`src/hdl/dtf8_pkg.sv`:
```
package dtf8_pkg;

    typedef enum logic [1:0] {
        ST_OK,
        ST_SYNTAX,
        ST_OVERFLOW,
        ST_DECIMALS
    } t_status;

    localparam logic [7:0] CH_DOT  = 8'h2e;
    localparam logic [7:0] CH_ZERO = 8'h30;
    localparam logic [7:0] CH_NINE = 8'h39;

    // Power of ten for elaboration-time constants; n at most 19.
    function automatic logic [63:0] dtf8_pow10(input int n);
        logic [63:0] p;
        p = 64'd1;
        for (int i = 0; i < n; i++) begin
            p = p * 64'd10;
        end
        return p;
    endfunction

endpackage

```
`src/hdl/dtf8_if.sv`:
```
interface dtf8_in_if;
    logic       valid;
    logic       ready;
    logic [7:0] ch;
    logic       has_char;
    logic       last;

    modport source (output valid, output ch, output has_char, output last, input ready);
    modport sink   (input valid, input ch, input has_char, input last, output ready);
endinterface

interface dtf8_out_if;
    logic        valid;
    logic        ready;
    logic [63:0] amount;
    logic [1:0]  status;

    modport source (output valid, output amount, output status, input ready);
    modport sink   (input valid, input amount, input status, output ready);
endinterface

```
`src/hdl/dtf8_accum.sv`:
```
module dtf8_accum #(
    parameter int NUM_DECIMALS = 8
) (
    input  logic              i_clk,
    input  logic              i_rst_n,
    dtf8_in_if.sink           i_in,
    input  logic              i_fin_ready,
    output logic              o_fin_valid,
    output logic [63+$clog2(dtf8_pkg::dtf8_pow10(NUM_DECIMALS)):0] o_fin_scaled,
    output logic [$clog2(dtf8_pkg::dtf8_pow10(NUM_DECIMALS))-1:0]  o_fin_frac,
    output dtf8_pkg::t_status o_fin_status
);
    import dtf8_pkg::*;

    localparam logic [63:0] SCALE = dtf8_pow10(NUM_DECIMALS);
    localparam int FW  = $clog2(SCALE);
    localparam int WSW = 64 + FW;
    localparam int CW  = $clog2(NUM_DECIMALS + 1);
    localparam int IW  = (NUM_DECIMALS > 1) ? $clog2(NUM_DECIMALS) : 1;
    localparam int TD  = 1 << IW;

    logic           r_in_valid;
    logic [7:0]     r_ch;
    logic           r_has;
    logic           r_last;

    logic [63:0]    r_whole, n_whole;
    logic [WSW-1:0] r_ws, n_ws;
    logic [FW-1:0]  r_fp, n_fp;
    logic [CW-1:0]  r_cnt, n_cnt;
    logic           r_dot, n_dot;
    logic           r_digit, n_digit;
    t_status        r_err, n_err;

    logic [FW-1:0]  pow_tab [TD];
    logic           fire;
    logic           is_digit;
    logic [3:0]     d;
    logic [67:0]    w68;
    logic [67:0]    whole_x;
    logic [67:0]    d_scaled;
    logic [WSW-1:0] ws_x;
    logic [FW-1:0]  fp_x;

    for (genvar g = 0; g < TD; g++) begin : g_pow
        if (g < NUM_DECIMALS) begin : g_used
            assign pow_tab[g] = FW'(dtf8_pow10(NUM_DECIMALS - 1 - g));
        end else begin : g_unused
            assign pow_tab[g] = '0;
        end
    end

    assign fire       = r_in_valid && (!r_last || i_fin_ready);
    assign i_in.ready = !r_in_valid || fire;

    assign is_digit = (r_ch >= CH_ZERO) && (r_ch <= CH_NINE);
    assign d        = r_ch[3:0];
    assign w68      = {4'b0, r_whole};
    assign whole_x  = {w68[64:0], 3'b0} + {w68[66:0], 1'b0} + {64'b0, d};
    assign d_scaled = {64'b0, d} * {4'b0, SCALE};
    assign ws_x     = {r_ws[WSW-4:0], 3'b0} + {r_ws[WSW-2:0], 1'b0} + WSW'(d_scaled);
    assign fp_x     = r_fp + FW'(d) * pow_tab[r_cnt[IW-1:0]];

    always_comb begin
        n_whole = r_whole;
        n_ws    = r_ws;
        n_fp    = r_fp;
        n_cnt   = r_cnt;
        n_dot   = r_dot;
        n_digit = r_digit;
        n_err   = r_err;
        if (r_has && r_err == ST_OK) begin
            if (r_ch == CH_DOT) begin
                if (r_dot) begin
                    n_err = ST_SYNTAX;
                end else begin
                    n_dot = 1'b1;
                end
            end else if (!is_digit) begin
                n_err = ST_SYNTAX;
            end else begin
                n_digit = 1'b1;
                if (!r_dot) begin
                    if (|whole_x[67:64]) begin
                        n_err = ST_OVERFLOW;
                    end else begin
                        n_whole = whole_x[63:0];
                        n_ws    = ws_x;
                    end
                end else if (r_cnt < CW'(NUM_DECIMALS)) begin
                    n_fp  = fp_x;
                    n_cnt = r_cnt + CW'(1);
                end else if (d != 4'd0) begin
                    n_err = ST_DECIMALS;
                end
            end
        end
    end

    assign o_fin_valid  = r_in_valid && r_last;
    assign o_fin_scaled = n_ws;
    assign o_fin_frac   = n_fp;
    assign o_fin_status = (n_err == ST_OK && !n_digit) ? ST_SYNTAX : n_err;

    always_ff @(posedge i_clk) begin
        if (!i_rst_n) begin
            r_in_valid <= 1'b0;
        end else if (i_in.valid && i_in.ready) begin
            r_in_valid <= 1'b1;
        end else if (fire) begin
            r_in_valid <= 1'b0;
        end
    end

    always_ff @(posedge i_clk) begin
        if (i_in.valid && i_in.ready) begin
            r_ch  <= i_in.ch;
            r_has <= i_in.has_char;
            r_last <= i_in.last;
        end
    end

    always_ff @(posedge i_clk) begin
        if (!i_rst_n || (fire && r_last)) begin
            r_whole <= '0;
            r_ws    <= '0;
            r_fp    <= '0;
            r_cnt   <= '0;
            r_dot   <= 1'b0;
            r_digit <= 1'b0;
            r_err   <= ST_OK;
        end else if (fire) begin
            r_whole <= n_whole;
            r_ws    <= n_ws;
            r_fp    <= n_fp;
            r_cnt   <= n_cnt;
            r_dot   <= n_dot;
            r_digit <= n_digit;
            r_err   <= n_err;
        end
    end

    a_cnt_bound: assert property (@(posedge i_clk) disable iff (!i_rst_n)
        r_cnt <= CW'(NUM_DECIMALS))
        else $error("fraction count beyond the kept digits");

    a_cnt_needs_dot: assert property (@(posedge i_clk) disable iff (!i_rst_n)
        r_cnt != '0 |-> r_dot)
        else $error("fraction digits kept without a dot");

    a_err_sticky: assert property (@(posedge i_clk) disable iff (!i_rst_n)
        (r_err != ST_OK && !(fire && r_last)) |=> r_err == $past(r_err))
        else $error("error code changed before the end of the text");

endmodule

```
`src/hdl/dtf8_final.sv`:
```
module dtf8_final #(
    parameter int NUM_DECIMALS = 8
) (
    input  logic              i_clk,
    input  logic              i_rst_n,
    input  logic              i_fin_valid,
    input  logic [63+$clog2(dtf8_pkg::dtf8_pow10(NUM_DECIMALS)):0] i_fin_scaled,
    input  logic [$clog2(dtf8_pkg::dtf8_pow10(NUM_DECIMALS))-1:0]  i_fin_frac,
    input  dtf8_pkg::t_status i_fin_status,
    output logic              o_fin_ready,
    dtf8_out_if.source        o_out
);
    import dtf8_pkg::*;

    localparam int FW  = $clog2(dtf8_pow10(NUM_DECIMALS));
    localparam int WSW = 64 + FW;

    logic           r_fin_valid;
    logic [WSW-1:0] r_fs;
    logic [FW-1:0]  r_ff;
    t_status        r_fst;

    logic           r_out_valid;
    logic [63:0]    r_out_amount;
    t_status        r_out_status;

    logic           out_free;
    logic           move;
    logic [WSW:0]   sum;
    t_status        n_status;

    assign out_free    = !r_out_valid || o_out.ready;
    assign move        = r_fin_valid && out_free;
    assign o_fin_ready = !r_fin_valid || out_free;

    assign sum      = {1'b0, r_fs} + (WSW + 1)'(r_ff);
    assign n_status = (r_fst != ST_OK) ? r_fst : ((|sum[WSW:64]) ? ST_OVERFLOW : ST_OK);

    always_ff @(posedge i_clk) begin
        if (!i_rst_n) begin
            r_fin_valid <= 1'b0;
        end else if (i_fin_valid && o_fin_ready) begin
            r_fin_valid <= 1'b1;
        end else if (move) begin
            r_fin_valid <= 1'b0;
        end
    end

    always_ff @(posedge i_clk) begin
        if (i_fin_valid && o_fin_ready) begin
            r_fs  <= i_fin_scaled;
            r_ff  <= i_fin_frac;
            r_fst <= i_fin_status;
        end
    end

    always_ff @(posedge i_clk) begin
        if (!i_rst_n) begin
            r_out_valid <= 1'b0;
        end else if (move) begin
            r_out_valid <= 1'b1;
        end else if (o_out.ready) begin
            r_out_valid <= 1'b0;
        end
    end

    always_ff @(posedge i_clk) begin
        if (move) begin
            r_out_amount <= (n_status == ST_OK) ? sum[63:0] : 64'd0;
            r_out_status <= n_status;
        end
    end

    assign o_out.valid  = r_out_valid;
    assign o_out.amount = r_out_amount;
    assign o_out.status = r_out_status;

    a_err_zero: assert property (@(posedge i_clk) disable iff (!i_rst_n)
        (r_out_valid && r_out_status != ST_OK) |-> r_out_amount == 64'd0)
        else $error("nonzero amount with an error status");

    a_drain: assert property (@(posedge i_clk) disable iff (!i_rst_n)
        move |=> r_out_valid)
        else $error("finished item lost on its way to the output register");

    a_out_hold: assert property (@(posedge i_clk) disable iff (!i_rst_n)
        (r_out_valid && !o_out.ready)
            |=> (r_out_valid && $stable(r_out_amount) && $stable(r_out_status)))
        else $error("waiting result changed before it was taken");

endmodule

```
`src/hdl/decimal_text_to_fixed8_top.sv`:
```
// Channel  Direction  Payload                      Handshake
// i_in     in         ch[7:0], has_char, last      valid / ready
// o_out    out        amount[63:0], status[1:0]    valid / ready
//
// One character item is taken every cycle while ready is high; the per-character work is one
// multiply-by-ten step in the input stage.
// The result of an item with last set goes from the input stage to the finish
// register, and after the final add and overflow compare to the output register.
// Reset is synchronous and clears the stage valid bits and the parse state.
// Ready falls only when the output register holds an untaken result and
// the stages in front of it are full.
module decimal_text_to_fixed8_top #(
    parameter int NUM_DECIMALS = 8
) (
    input  logic        i_clk,
    input  logic        i_rst_n,
    dtf8_in_if.sink     i_in,
    dtf8_out_if.source  o_out
);
    import dtf8_pkg::*;

    localparam int FW  = $clog2(dtf8_pow10(NUM_DECIMALS));
    localparam int WSW = 64 + FW;

    logic           fin_valid;
    logic           fin_ready;
    logic [WSW-1:0] fin_scaled;
    logic [FW-1:0]  fin_frac;
    t_status        fin_status;

    dtf8_accum #(
        .NUM_DECIMALS(NUM_DECIMALS)
    ) u_accum (
        .i_clk        (i_clk),
        .i_rst_n      (i_rst_n),
        .i_in         (i_in),
        .i_fin_ready  (fin_ready),
        .o_fin_valid  (fin_valid),
        .o_fin_scaled (fin_scaled),
        .o_fin_frac   (fin_frac),
        .o_fin_status (fin_status)
    );

    dtf8_final #(
        .NUM_DECIMALS(NUM_DECIMALS)
    ) u_final (
        .i_clk        (i_clk),
        .i_rst_n      (i_rst_n),
        .i_fin_valid  (fin_valid),
        .i_fin_scaled (fin_scaled),
        .i_fin_frac   (fin_frac),
        .i_fin_status (fin_status),
        .o_fin_ready  (fin_ready),
        .o_out        (o_out)
    );

endmodule
```
`src/flat_wrapper.sv`:
```
// flat-port wrapper written by rule: the top's interface ports become plain ports
module decimal_text_to_fixed8_top_flat import dtf8_pkg::*;
#(
    parameter int NUM_DECIMALS = 8
)
  (i_clk, i_rst_n, i_in_valid, i_in_ch, i_in_has_char, i_in_last, i_in_ready, o_out_valid, o_out_amount, o_out_status, o_out_ready);
  dtf8_in_if i_in_i ();
  dtf8_out_if o_out_i ();
  input  logic i_clk;
  input  logic i_rst_n;
  input wire logic [$bits(i_in_i.valid)-1:0] i_in_valid;
  input wire logic [$bits(i_in_i.ch)-1:0] i_in_ch;
  input wire logic [$bits(i_in_i.has_char)-1:0] i_in_has_char;
  input wire logic [$bits(i_in_i.last)-1:0] i_in_last;
  output wire logic [$bits(i_in_i.ready)-1:0] i_in_ready;
  output wire logic [$bits(o_out_i.valid)-1:0] o_out_valid;
  output wire logic [$bits(o_out_i.amount)-1:0] o_out_amount;
  output wire logic [$bits(o_out_i.status)-1:0] o_out_status;
  input wire logic [$bits(o_out_i.ready)-1:0] o_out_ready;
  assign i_in_i.valid = i_in_valid;
  assign i_in_i.ch = i_in_ch;
  assign i_in_i.has_char = i_in_has_char;
  assign i_in_i.last = i_in_last;
  assign i_in_ready = i_in_i.ready;
  assign o_out_valid = o_out_i.valid;
  assign o_out_amount = o_out_i.amount;
  assign o_out_status = o_out_i.status;
  assign o_out_i.ready = o_out_ready;
  decimal_text_to_fixed8_top #(.NUM_DECIMALS(NUM_DECIMALS)) u_core (.i_clk(i_clk), .i_rst_n(i_rst_n), .i_in(i_in_i), .o_out(o_out_i));
endmodule
```
`config.mk`:
```
export PLATFORM = sky130hd
export DESIGN_NAME = decimal_text_to_fixed8_top_flat
export DESIGN_NICKNAME = d
export VERILOG_FILES = /design/src/hdl/dtf8_pkg.sv /design/src/hdl/dtf8_if.sv /design/src/hdl/dtf8_accum.sv /design/src/hdl/dtf8_final.sv /design/src/hdl/decimal_text_to_fixed8_top.sv /design/src/flat_wrapper.sv
export SDC_FILE = /design/constraint.sdc
export NUM_CORES = 1
export LEC_CHECK = 0
export ABC_CLOCK_PERIOD_IN_PS = 9800
export BUFFER_PORTS_ARGS = -buffer_cell sky130_fd_sc_hd__buf_4
export CORE_MARGIN = 8
export CORE_UTILIZATION = 61
export CTS_CLUSTER_SIZE = 16
export DETAILED_ROUTE_END_ITERATION = 8
export PLACE_DENSITY = 0.78
export SLEW_MARGIN = 20
export SYNTH_ARGS = -nofsm -noshare
export SYNTH_HDL_FRONTEND = slang
export SYNTH_SLANG_ARGS = --single-unit
```
`constraint.sdc`:
```
create_clock -name i_clk -period 9.8 [get_ports i_clk]
set_clock_uncertainty 0.15 [all_clocks]
set_input_delay 0 -clock i_clk [delete_from_list [all_inputs] [get_ports i_clk]]
set_output_delay 0 -clock i_clk [all_outputs]
set_load 0.01 [all_outputs]
```
[After elaboration in Yosys (flattened, before gate mapping)]
Memory sizes are Yosys's and may differ from the RTL's.
Index checks and enable logic that the tools add are counted.
Word-level totals
  ROM bits: 216
  input port bits: 14
  memories kept: 1
  register bits: 389
Memories
  (no name shown): words 8, width 27, rd ports 1, clocked after Yosys merged registers in 0, write ports 0, RTL line dtf8_accum.sv:62  | assign fp_x = r_fp + FW'(d) * pow_tab[r_cnt[IW-1:0]];
Operators by class
  magnitude comparators: 4
  $mul: 2
  muxes and demuxes: 31
  reductions and logical operators: 33
  add/sub/neg operators: 7
  bitwise operators: 4
  equal/unequal tests: 1
Operators with widths (count)
  $mux W91: 5
  $mux W27: 7
  $add A91 B27 Y92: 1
  $add A91 B31 Y91: 1
  $add A91 B91 Y91: 1
  $add A67 B65 Y68: 1
  $add A68 B4 Y68: 1
  $reduce_or A28 Y1: 1
  $add A27 B27 Y27: 1
  $mul A4 B27 Y27: 1
  $mul A4 B19 Y23 const B: 1
  $mux W2: 10
  $reduce_and A6 Y1: 2
  $logic_and A1 B1 Y1: 9
  $mux W1: 9
  $eq A8 B6 Y1 const B: 1
  $ge A8 B6 Y1 const B: 1
  $le A8 B6 Y1 const B: 1
  $reduce_bool A2 Y1: 4
  $logic_not A1 Y1: 6
  $logic_not A2 Y1: 3
  $logic_or A1 B1 Y1: 5
  $add A4 B1 Y4 const B: 1
  $ge A4 B4 Y1 const B: 1
  other kinds (6): 8

[Logic depth before layout (Yosys ltp)]
Gate-level depths: netlist (run 1).
  depth after elaboration: 11
  depth in mapped cells: 29
  gate-level depth less buffers: 29

[Cells and area by module]
From an unflattened synthesis (run 1), not the netlist that was laid out.
Second synthesis, totals
  cell total of the unflattened synthesis: 3641
  area total of the unflattened synthesis: 34099.0 um^2
Modules (own cells, without submodules)
  dtf8_accum: cells an instance 2788, sequential area each 4124.0 um^2, area an instance 23912.9 um^2, instances 1
  dtf8_final: cells an instance 853, sequential area each 5625.4 um^2, area an instance 10186.0 um^2, instances 1

[Worst setup path before layout (run 1)]
Ideal clock, no wire load.
  path kind: reg-to-reg
  start point: register u_core.u_accum.r_ch[2]
  end point: register u_core.u_final.r_fs[87] (data pin)
  path slack: 2181 ps
  setup time: 262 ps
  data arrival time: 7206 ps
  period minus slack after synthesis: 7619 ps
  cell stages (with the launch flop): 29
  path through: edfxtp_1 -> fa_1 -> inv_1 -> fa_1 -> inv_1 -> fa_1 -> a21o_1 -> a21oi_1 -> o21bai_1 -> a21oi_1 -> o21bai_1 -> a21oi_1 -> o21bai_1 -> a21oi_1 -> o21ai_0 -> or4_1 -> and3_1 -> fa_1 -> ha_1 -> nand2_1 -> nor3b_1 -> nand4b_1 -> a211oi_1 -> o21ai_1 -> a21oi_1 -> and3b_1 -> o41ai_1 -> xor2_1 -> mux2_1
Between the ends
  cells in the longest elaborated chain, start to end: 7
  elaborated cells between the ends (all ways): 13
  classes of those cells: add/sub: 2; mul: 1; order compare: 2; eq/ne: 1; mux: 5; reduce/logical: 2
RTL lines
  from (decl): RTL line dtf8_accum.sv:23  | logic [7:0] r_ch;
  from (signal assigned): RTL line dtf8_accum.sv:117  | r_ch <= i_in.ch;
  $mul A4 B19 Y23 / $add A68 B4 Y68 (equally long branches): RTL line dtf8_accum.sv:60, dtf8_accum.sv:59
  $add A91 B31 Y91 / $reduce_or A4 Y1 (equally long branches): RTL line dtf8_accum.sv:61, dtf8_accum.sv:84
  $mux W91: RTL line dtf8_accum.sv:84  | if (|whole_x[67:64]) begin
  $mux W91: RTL line dtf8_accum.sv:83  | if (!r_dot) begin
  $mux W91: RTL line dtf8_accum.sv:79  | end else if (!is_digit) begin
  $mux W91 (*): RTL line dtf8_accum.sv:73  | if (r_ch == CH_DOT) begin
  $mux W91 (*): RTL line dtf8_accum.sv:72  | if (r_has && r_err == ST_OK) begin
  net u_core.fin_scaled[87]: RTL line decimal_text_to_fixed8_top.sv:27  | logic [WSW-1:0] fin_scaled;
  to (signal assigned): RTL line dtf8_final.sv:51  | r_fs <= i_fin_scaled;
  to (decl): RTL line dtf8_final.sv:19  | logic [WSW-1:0] r_fs;
The timed path passes the listed nets; every way through them passes the cells marked *.
A chain may end at the register's enable or synchronous reset.

[Worst setup path in the final report (run 1)]
  start point: register u_core.u_accum.r_ch[1]
  end point: register u_core.u_final.r_fs[85] (data pin)
Same word-level chain as after synthesis.

==> results_dict.tcl, run 1 <==
set metrics [dict create \
    status "finished, final reports clean" \
    final_antenna_net_count 0 \
    p_seq_share_pct 40.3 \
    p_leak_nw 15.5 \
    synth-seq-area-share_pct 29.9 \
    synth-seq-cells 389 \
    max_cap_violations 0 \
    finalCritPeriodShare_pct 89.4 \
    grt_overflow 0 \
    cts_made_buffers 47 \
    diodes 0 \
    multiInputGateArea_mm2 0.0215 \
    cp.arrival_ns 8.96 \
    endpoint_kind "flip-flop" \
    ys_types 76 \
    grt_pass1_wl_mm 138 \
    fillers 4318 \
    num_vias 27900 \
    layout_common_cells "nand2_1, a21oi_1, ha_1" \
    r2r_cells 29 \
    synth_nets 4215 \
    via_per_inst 6.24 \
    first_iter_violations 2469 \
    synth_area_mm2 0.0326 \
    synth_edf_count 196 \
    cts_tree "done" \
    worst_pin_slew_ns 1.06 \
    hold_class "input port to flip-flop" \
    maxSlewHeadroom_pct 27.5 \
    clock_power_share_pct 40.3 \
    grt_max_degree 176 \
    post_cts_resized 0 \
    synthArstFlopShare_pct 0 \
    syn-mean-instance-area_um2 8.72 \
    reg2reg_setup_slack_ns 1.04 \
    fin_crit_ns 8.76 \
    routed_wl_mm 85.3 \
    p_per_area_mw_per_mm2 123 \
    insertion_delay_ns 0.60 \
    routabilityCongestion 1.01 \
    cp-start-kind "flip-flop" \
    crit_path_max_incr_delay_ns 0.68 \
    die_h_um 247 \
    port_buffers 81 \
    hpwl_mm 63.5 \
    hold_violations 0 \
    r2r_end "u_core.u_final.r_fs[85]" \
    grt_pass1_vias 26800 \
    clk_pin_slew_ns 0.06 \
    max_freq_mhz 114 \
    p_switching_mw 1.30 \
    routedWlPerCell_um 19.0 \
    crit_type "flip-flop to flip-flop" \
    ctsHoldBuffers 23 \
    setup_viol 0 \
    post-route-util_pct 67.2 \
    p_int_mw 3.05 \
    drive_above_1_share_pct 8.23 \
    post_cts_buffers 0 \
    rsz0062_at_grt "false" \
    clock-sinks 389 \
    worstPathMaxFanout 21 \
    slew_violations 0 \
    critPathLaunch "u_core.u_accum.r_ch[1]" \
    slowest_stage "a2111oi_0" \
    antenna_found_initial 2 \
    clock_path_buffers 3 \
    sw_frac_of_total_pct 29.9 \
    synth_flop_cell "edfxtp_1" \
    layout_commonest_cell "nand2_1" \
    seq_area_mm2 0.00975 \
    yosys_warnings 0 \
    final_nets 4237 \
    tns_ns 0 \
    grtUsageTotal_pct 27.4 \
    required_ns 9.99 \
    num_rows 84 \
    initial_core_util_pct 61.8 \
    cp-endpoint "u_core.u_final.r_fs[85]" \
    die_w_um 247 \
    die-area_mm2 0.0610 \
    cts-root-buf "clkbuf_16" \
    drc 0 \
    syn_to_final_growth_pct 8.73 \
    core_mm2 0.0527 \
    dr.pass1.iters 9 \
    irDropWorstVdd_v 0.000106 \
    p_comb_share_pct 19.4 \
    io-pin-count 82 \
    ctsHtreeMaxLevel 2 \
    r2r_start "u_core.u_accum.r_ch[1]" \
    synthCells 3731 \
    holdPathStages 2 \
]
==> registers in the layout (all words and copies together), names as in the netlist, 4 cells and up <==
register / flops
u_core.u_accum.r_ws: 91
u_core.u_final.o_out.amount: 64
u_core.u_accum.r_ch: 8
u_core.u_final.r_fs: 91
u_core.u_accum.r_whole: 64
u_core.u_accum.r_cnt: 4
u_core.u_accum.r_fp: 27
u_core.u_final.r_ff: 27
==> metrics by stage <==
step	setup WS [ns]	cells	hold WS, ns	area, um^2	power (mW)
after floorplan	2.18	3731	-0.0511	32600	2.40
after global placement	1.36	4369	0.0295	33600	2.60
after detailed placement	1.16	4369	0.0300	33600	2.60
after CTS	1.15	4479	0.0250	35400	4.36
after global routing	0.485	4479	0.0141	35400	4.53
final	1.04	4479	0.0328	35400	4.36
==> cell usage after synthesis, types with 6 or more instances <==
cell / instances / area [um^2]
fa_1: 92 / 1840
o21ai_1: 6 / 30.0
ha_1: 378 / 4730
nor3b_1: 10 / 75.1
a21oi_1: 388 / 1940
nand3b_1: 7 / 52.6
dfxtp_1: 193 / 3860
a31o_2: 8 / 70.1
nor3_1: 131 / 656
nand2_1: 535 / 2010
and2_1: 36 / 225
xnor2_1: 132 / 1160
nand2b_1: 22 / 138
nand4_1: 81 / 507
a31oi_1: 23 / 144
nor2_1: 175 / 657
a21o_1: 103 / 773
buf_4: 7 / 52.6
a2111oi_0: 10 / 87.6
o31ai_1: 20 / 150
edfxtp_1: 196 / 5890
o21bai_1: 50 / 375
clkbuf_1: 120 / 450
or4_1: 11 / 82.6
o21ai_0: 159 / 796
mux2_2: 86 / 968
or3_1: 16 / 100
buf_2: 27 / 135
o21a_1: 31 / 233
and4_1: 9 / 78.8
xor2_1: 107 / 937
nor4_1: 24 / 150
o2111ai_1: 8 / 70.1
inv_1: 186 / 698
o211ai_1: 30 / 225
mux2i_1: 11 / 110
a221oi_1: 12 / 105
a211o_1: 9 / 78.8
a21boi_0: 11 / 82.6
a211oi_1: 21 / 158
nand3_1: 100 / 500
nor2b_1: 19 / 119
or2_2: 16 / 100
and3_1: 41 / 257
==> final cells by class <==
| class | instances | area share, % |
|---|---|---|
| clock inverters | 26 | 0.824 |
| repair buffers | 132 | 3.00 |
| well taps | 688 | 2.43 |
| flip-flops and latches | 389 | 27.5 |
| multi-input cells | 2996 | 60.7 |
| inverters | 187 | 1.98 |
| clock buffers | 61 | 3.50 |
==> power by group through the flow <==
stage / clock [mW] / combinational (mW) / sequential (mW)
4_1_cts: 1.78 / 0.828 / 1.75
2_1_floorplan: 0 / 0.614 / 1.79
3_3_place_gp: 0 / 0.807 / 1.79
3_5_place_dp: 0 / 0.813 / 1.79
6_report: 1.76 / 0.846 / 1.76
5_1_grt: 1.83 / 0.936 / 1.76
==> cells by family after synthesis <==
kind of cell    Yosys count  synth area share [%]
fa+ha+maj               470                  20.2
simple gates           1238                  17.7
buf+inv                 346                  4.17
xor+xnor                239                  6.43
mux                     101                  3.45
flops                   389                  29.9
compound gates          948                  18.1
==> critical path: cells and delay by family (launching register included) <==
family | cells | cell delay (ns)
flops | 1 | 0.36
mux | 1 | 0.28
xor+xnor | 1 | 0.09
simple gates | 6 | 1.39
compound gates | 13 | 3.36
fa+ha+maj | 5 | 2.48
buf+inv | 3 | 0.40
==> routing by layer <==
metal  up-vias  global-route usage (%)  wire, um
met2       969                    44.2     38900
li1      13500                       -         -
met5         -                       0         0
met3       149                    4.73      6470
met1     13300                    37.7     38100
met4         0                    6.98      1810
==> worst min path at each step <==
stage                             end       start  slack (ns)
2_1_floorplan  u_core.u_accum.r_ch[0]  i_in_ch[0]       -0.05
3_3_place_gp   u_core.u_accum.r_ch[6]  i_in_ch[6]        0.03
3_5_place_dp   u_core.u_accum.r_ch[6]  i_in_ch[6]        0.03
4_1_cts        u_core.u_accum.r_ch[1]  i_in_ch[1]        0.03
5_1_grt        u_core.u_accum.r_ch[1]  i_in_ch[1]        0.01
6_report       u_core.u_accum.r_ch[1]  i_in_ch[1]        0.03
(Power assumes the default switching activity.)
==> run 2, diff against run 1 <==
- REMOVE_ABC_BUFFERS: unset -> 1
==> run 2 against run 1 <==
Sequential cell count stayed put. Largest cell class unchanged. Setup slack better by 0.11 ns. Sequential power hardly changed. Wire length is 1.4% lower. Via count is 1.4% lower. Total power is 1.3% lower.
==> results_dict.tcl, run 2 (synthesis results as in run 1) <==
set metrics [dict create \
    cp-start-kind "flip-flop" \
    reg2reg_setup_slack_ns 1.15 \
    finalCritPeriodShare_pct 88.3 \
    ctsHtreeMaxLevel 2 \
    max_freq_mhz 116 \
    crit_path_max_incr_delay_ns 0.63 \
    final_antenna_net_count 0 \
    fin_crit_ns 8.65 \
    clock-sinks 389 \
    initial_core_util_pct 61.8 \
    rsz0062_at_grt "false" \
    grtUsageTotal_pct 27.2 \
    routed_wl_mm 84.1 \
    status "finished, final reports clean" \
    hold_class "input port to flip-flop" \
    die_w_um 247 \
    holdPathStages 3 \
    hold_slack_ns 0.150 \
    p_per_area_mw_per_mm2 122 \
    antenna_found_initial 0 \
    die_h_um 247 \
    num_vias 27600 \
    fillers 4279 \
    clk_pin_slew_ns 0.06 \
    seq_area_mm2 0.00975 \
    grt_pass1_vias 26900 \
    diodes 0 \
    clock_path_buffers 3 \
    cts_tree "done" \
    r2r_end "u_core.u_final.r_fs[80]" \
    routedWlPerCell_um 18.8 \
    layout_commonest_cell "nand2_1" \
    worst_pin_slew_ns 1.04 \
    cp.arrival_ns 8.82 \
    multiInputGateArea_mm2 0.0215 \
    p_leak_nw 15.5 \
    hpwl_mm 62.5 \
    io-pin-count 82 \
    slew_violations 0 \
    drive_above_1_share_pct 8.27 \
    p_switching_mw 1.23 \
    via_per_inst 6.16 \
    grt_max_degree 176 \
    drc 0 \
    instances_no_fill 4473 \
    required_ns 9.96 \
    r2r_cells 30 \
    max_cap_violations 0 \
    irDropWorstVdd_v 0.000119 \
    final_nets 4234 \
    hold_start "i_rst_n" \
    largestRegisters "u_core.u_accum.r_ws x91, u_core.u_final.r_fs x91" \
    setup_viol 0 \
    crit_type "flip-flop to flip-flop" \
    clock_power_share_pct 39.8 \
    endpoint_kind "flip-flop" \
    p_seq_share_pct 40.9 \
    core_mm2 0.0527 \
    routabilityCongestion 0.960 \
    slowest_stage "fa_1" \
    layout_common_cells "nand2_1, a21oi_1, ha_1" \
    placedCellCount 4367 \
    die-area_mm2 0.0610 \
    post_cts_buffers 0 \
    dr.pass1.iters 7 \
    maxSlewHeadroom_pct 29.7 \
    grt_pass1_wl_mm 137 \
    r2r_start "u_core.u_accum.r_ch[2]" \
    min_to "u_core.u_final.r_fin_valid" \
    port_buffers 81 \
    p_comb_share_pct 19.3 \
    num_rows 84 \
    cts_made_buffers 44 \
    final_area_mm2 0.0354 \
    placed_cell_area_mm2 0.0336 \
    worstPathMaxFanout 24 \
    syn_to_final_growth_pct 8.67 \
    cts-root-buf "clkbuf_16" \
    first_iter_violations 1897 \
    insertion_delay_ns 0.59 \
    p_int_mw 3.07 \
    grt_overflow 0 \
    sw_frac_of_total_pct 28.7 \
    tns_ns 0 \
    hold_violations 0 \
]
-- run 2: worst max path at each step --
stage,startpoint,end,slack (ns),depth (start not counted)
floorplan,u_core.u_final.o_out.valid,u_core.u_accum.r_whole[26],-0.79,5
global placement,u_core.u_accum.r_ch[2],u_core.u_final.r_fs[84],1.44,29
detailed placement,u_core.u_accum.r_ch[2],u_core.u_final.r_fs[80],1.27,30
CTS,u_core.u_accum.r_ch[2],u_core.u_final.r_fs[80],1.24,30
global route,u_core.u_accum.r_ch[2],u_core.u_final.r_fs[80],0.49,30
finish,u_core.u_accum.r_ch[2],u_core.u_final.r_fs[80],1.15,30
-- run 2: power groups by stage --
stage	clock, mW	combinational (mW)	sequential, mW
after global routing	1.81	0.929	1.76
after detailed placement	0	0.804	1.79
final	1.71	0.830	1.76
after CTS	1.74	0.819	1.76
after global placement	0	0.796	1.79
after floorplan	0	0.604	1.79
-- run 2: timing repair --
action	4_1_cts	5_1_grt
endpoints found under the hold margin	30	0
hold buffers	25	0
resized for setup	0	0
-- run 2: critical path: cells and delay by family, from the launching register on --
kind / cells / cell delay [ns]
compound gates: 16 / 3.70
fa+ha+maj: 5 / 2.24
buf+inv: 3 / 0.39
flops: 1 / 0.35
mux: 1 / 0.11
simple gates: 5 / 1.42
-- run 2: cell type report --
type | instances | share of cell area (%)
well taps | 688 | 2.43
repair buffers | 132 | 3.01
multi-input cells | 2996 | 60.7
clock inverters | 19 | 0.615
inverters | 187 | 1.98
clock buffers | 62 | 3.65
flip-flops and latches | 389 | 27.6
-- run 2: routing by layer --
metal / global-route usage, % / part of all wire (%) / wire (um)
met5: 0 / 0 / 0
met4: 10.3 / 3.9 / 3240
met3: 3.13 / 5.3 / 4450
met2: 46.3 / 47 / 39700
met1: 35.2 / 44 / 36700
-- run 2: stage by stage --
stage          worst slack (ns)  utilization, %  power [mW]
2_1_floorplan            -0.786               -        2.40
3_3_place_gp               1.44            63.8        2.59
3_5_place_dp               1.27            63.8        2.60
4_1_cts                    1.24            67.2        4.32
5_1_grt                   0.493            67.2        4.50
6_report                   1.15            67.2        4.30
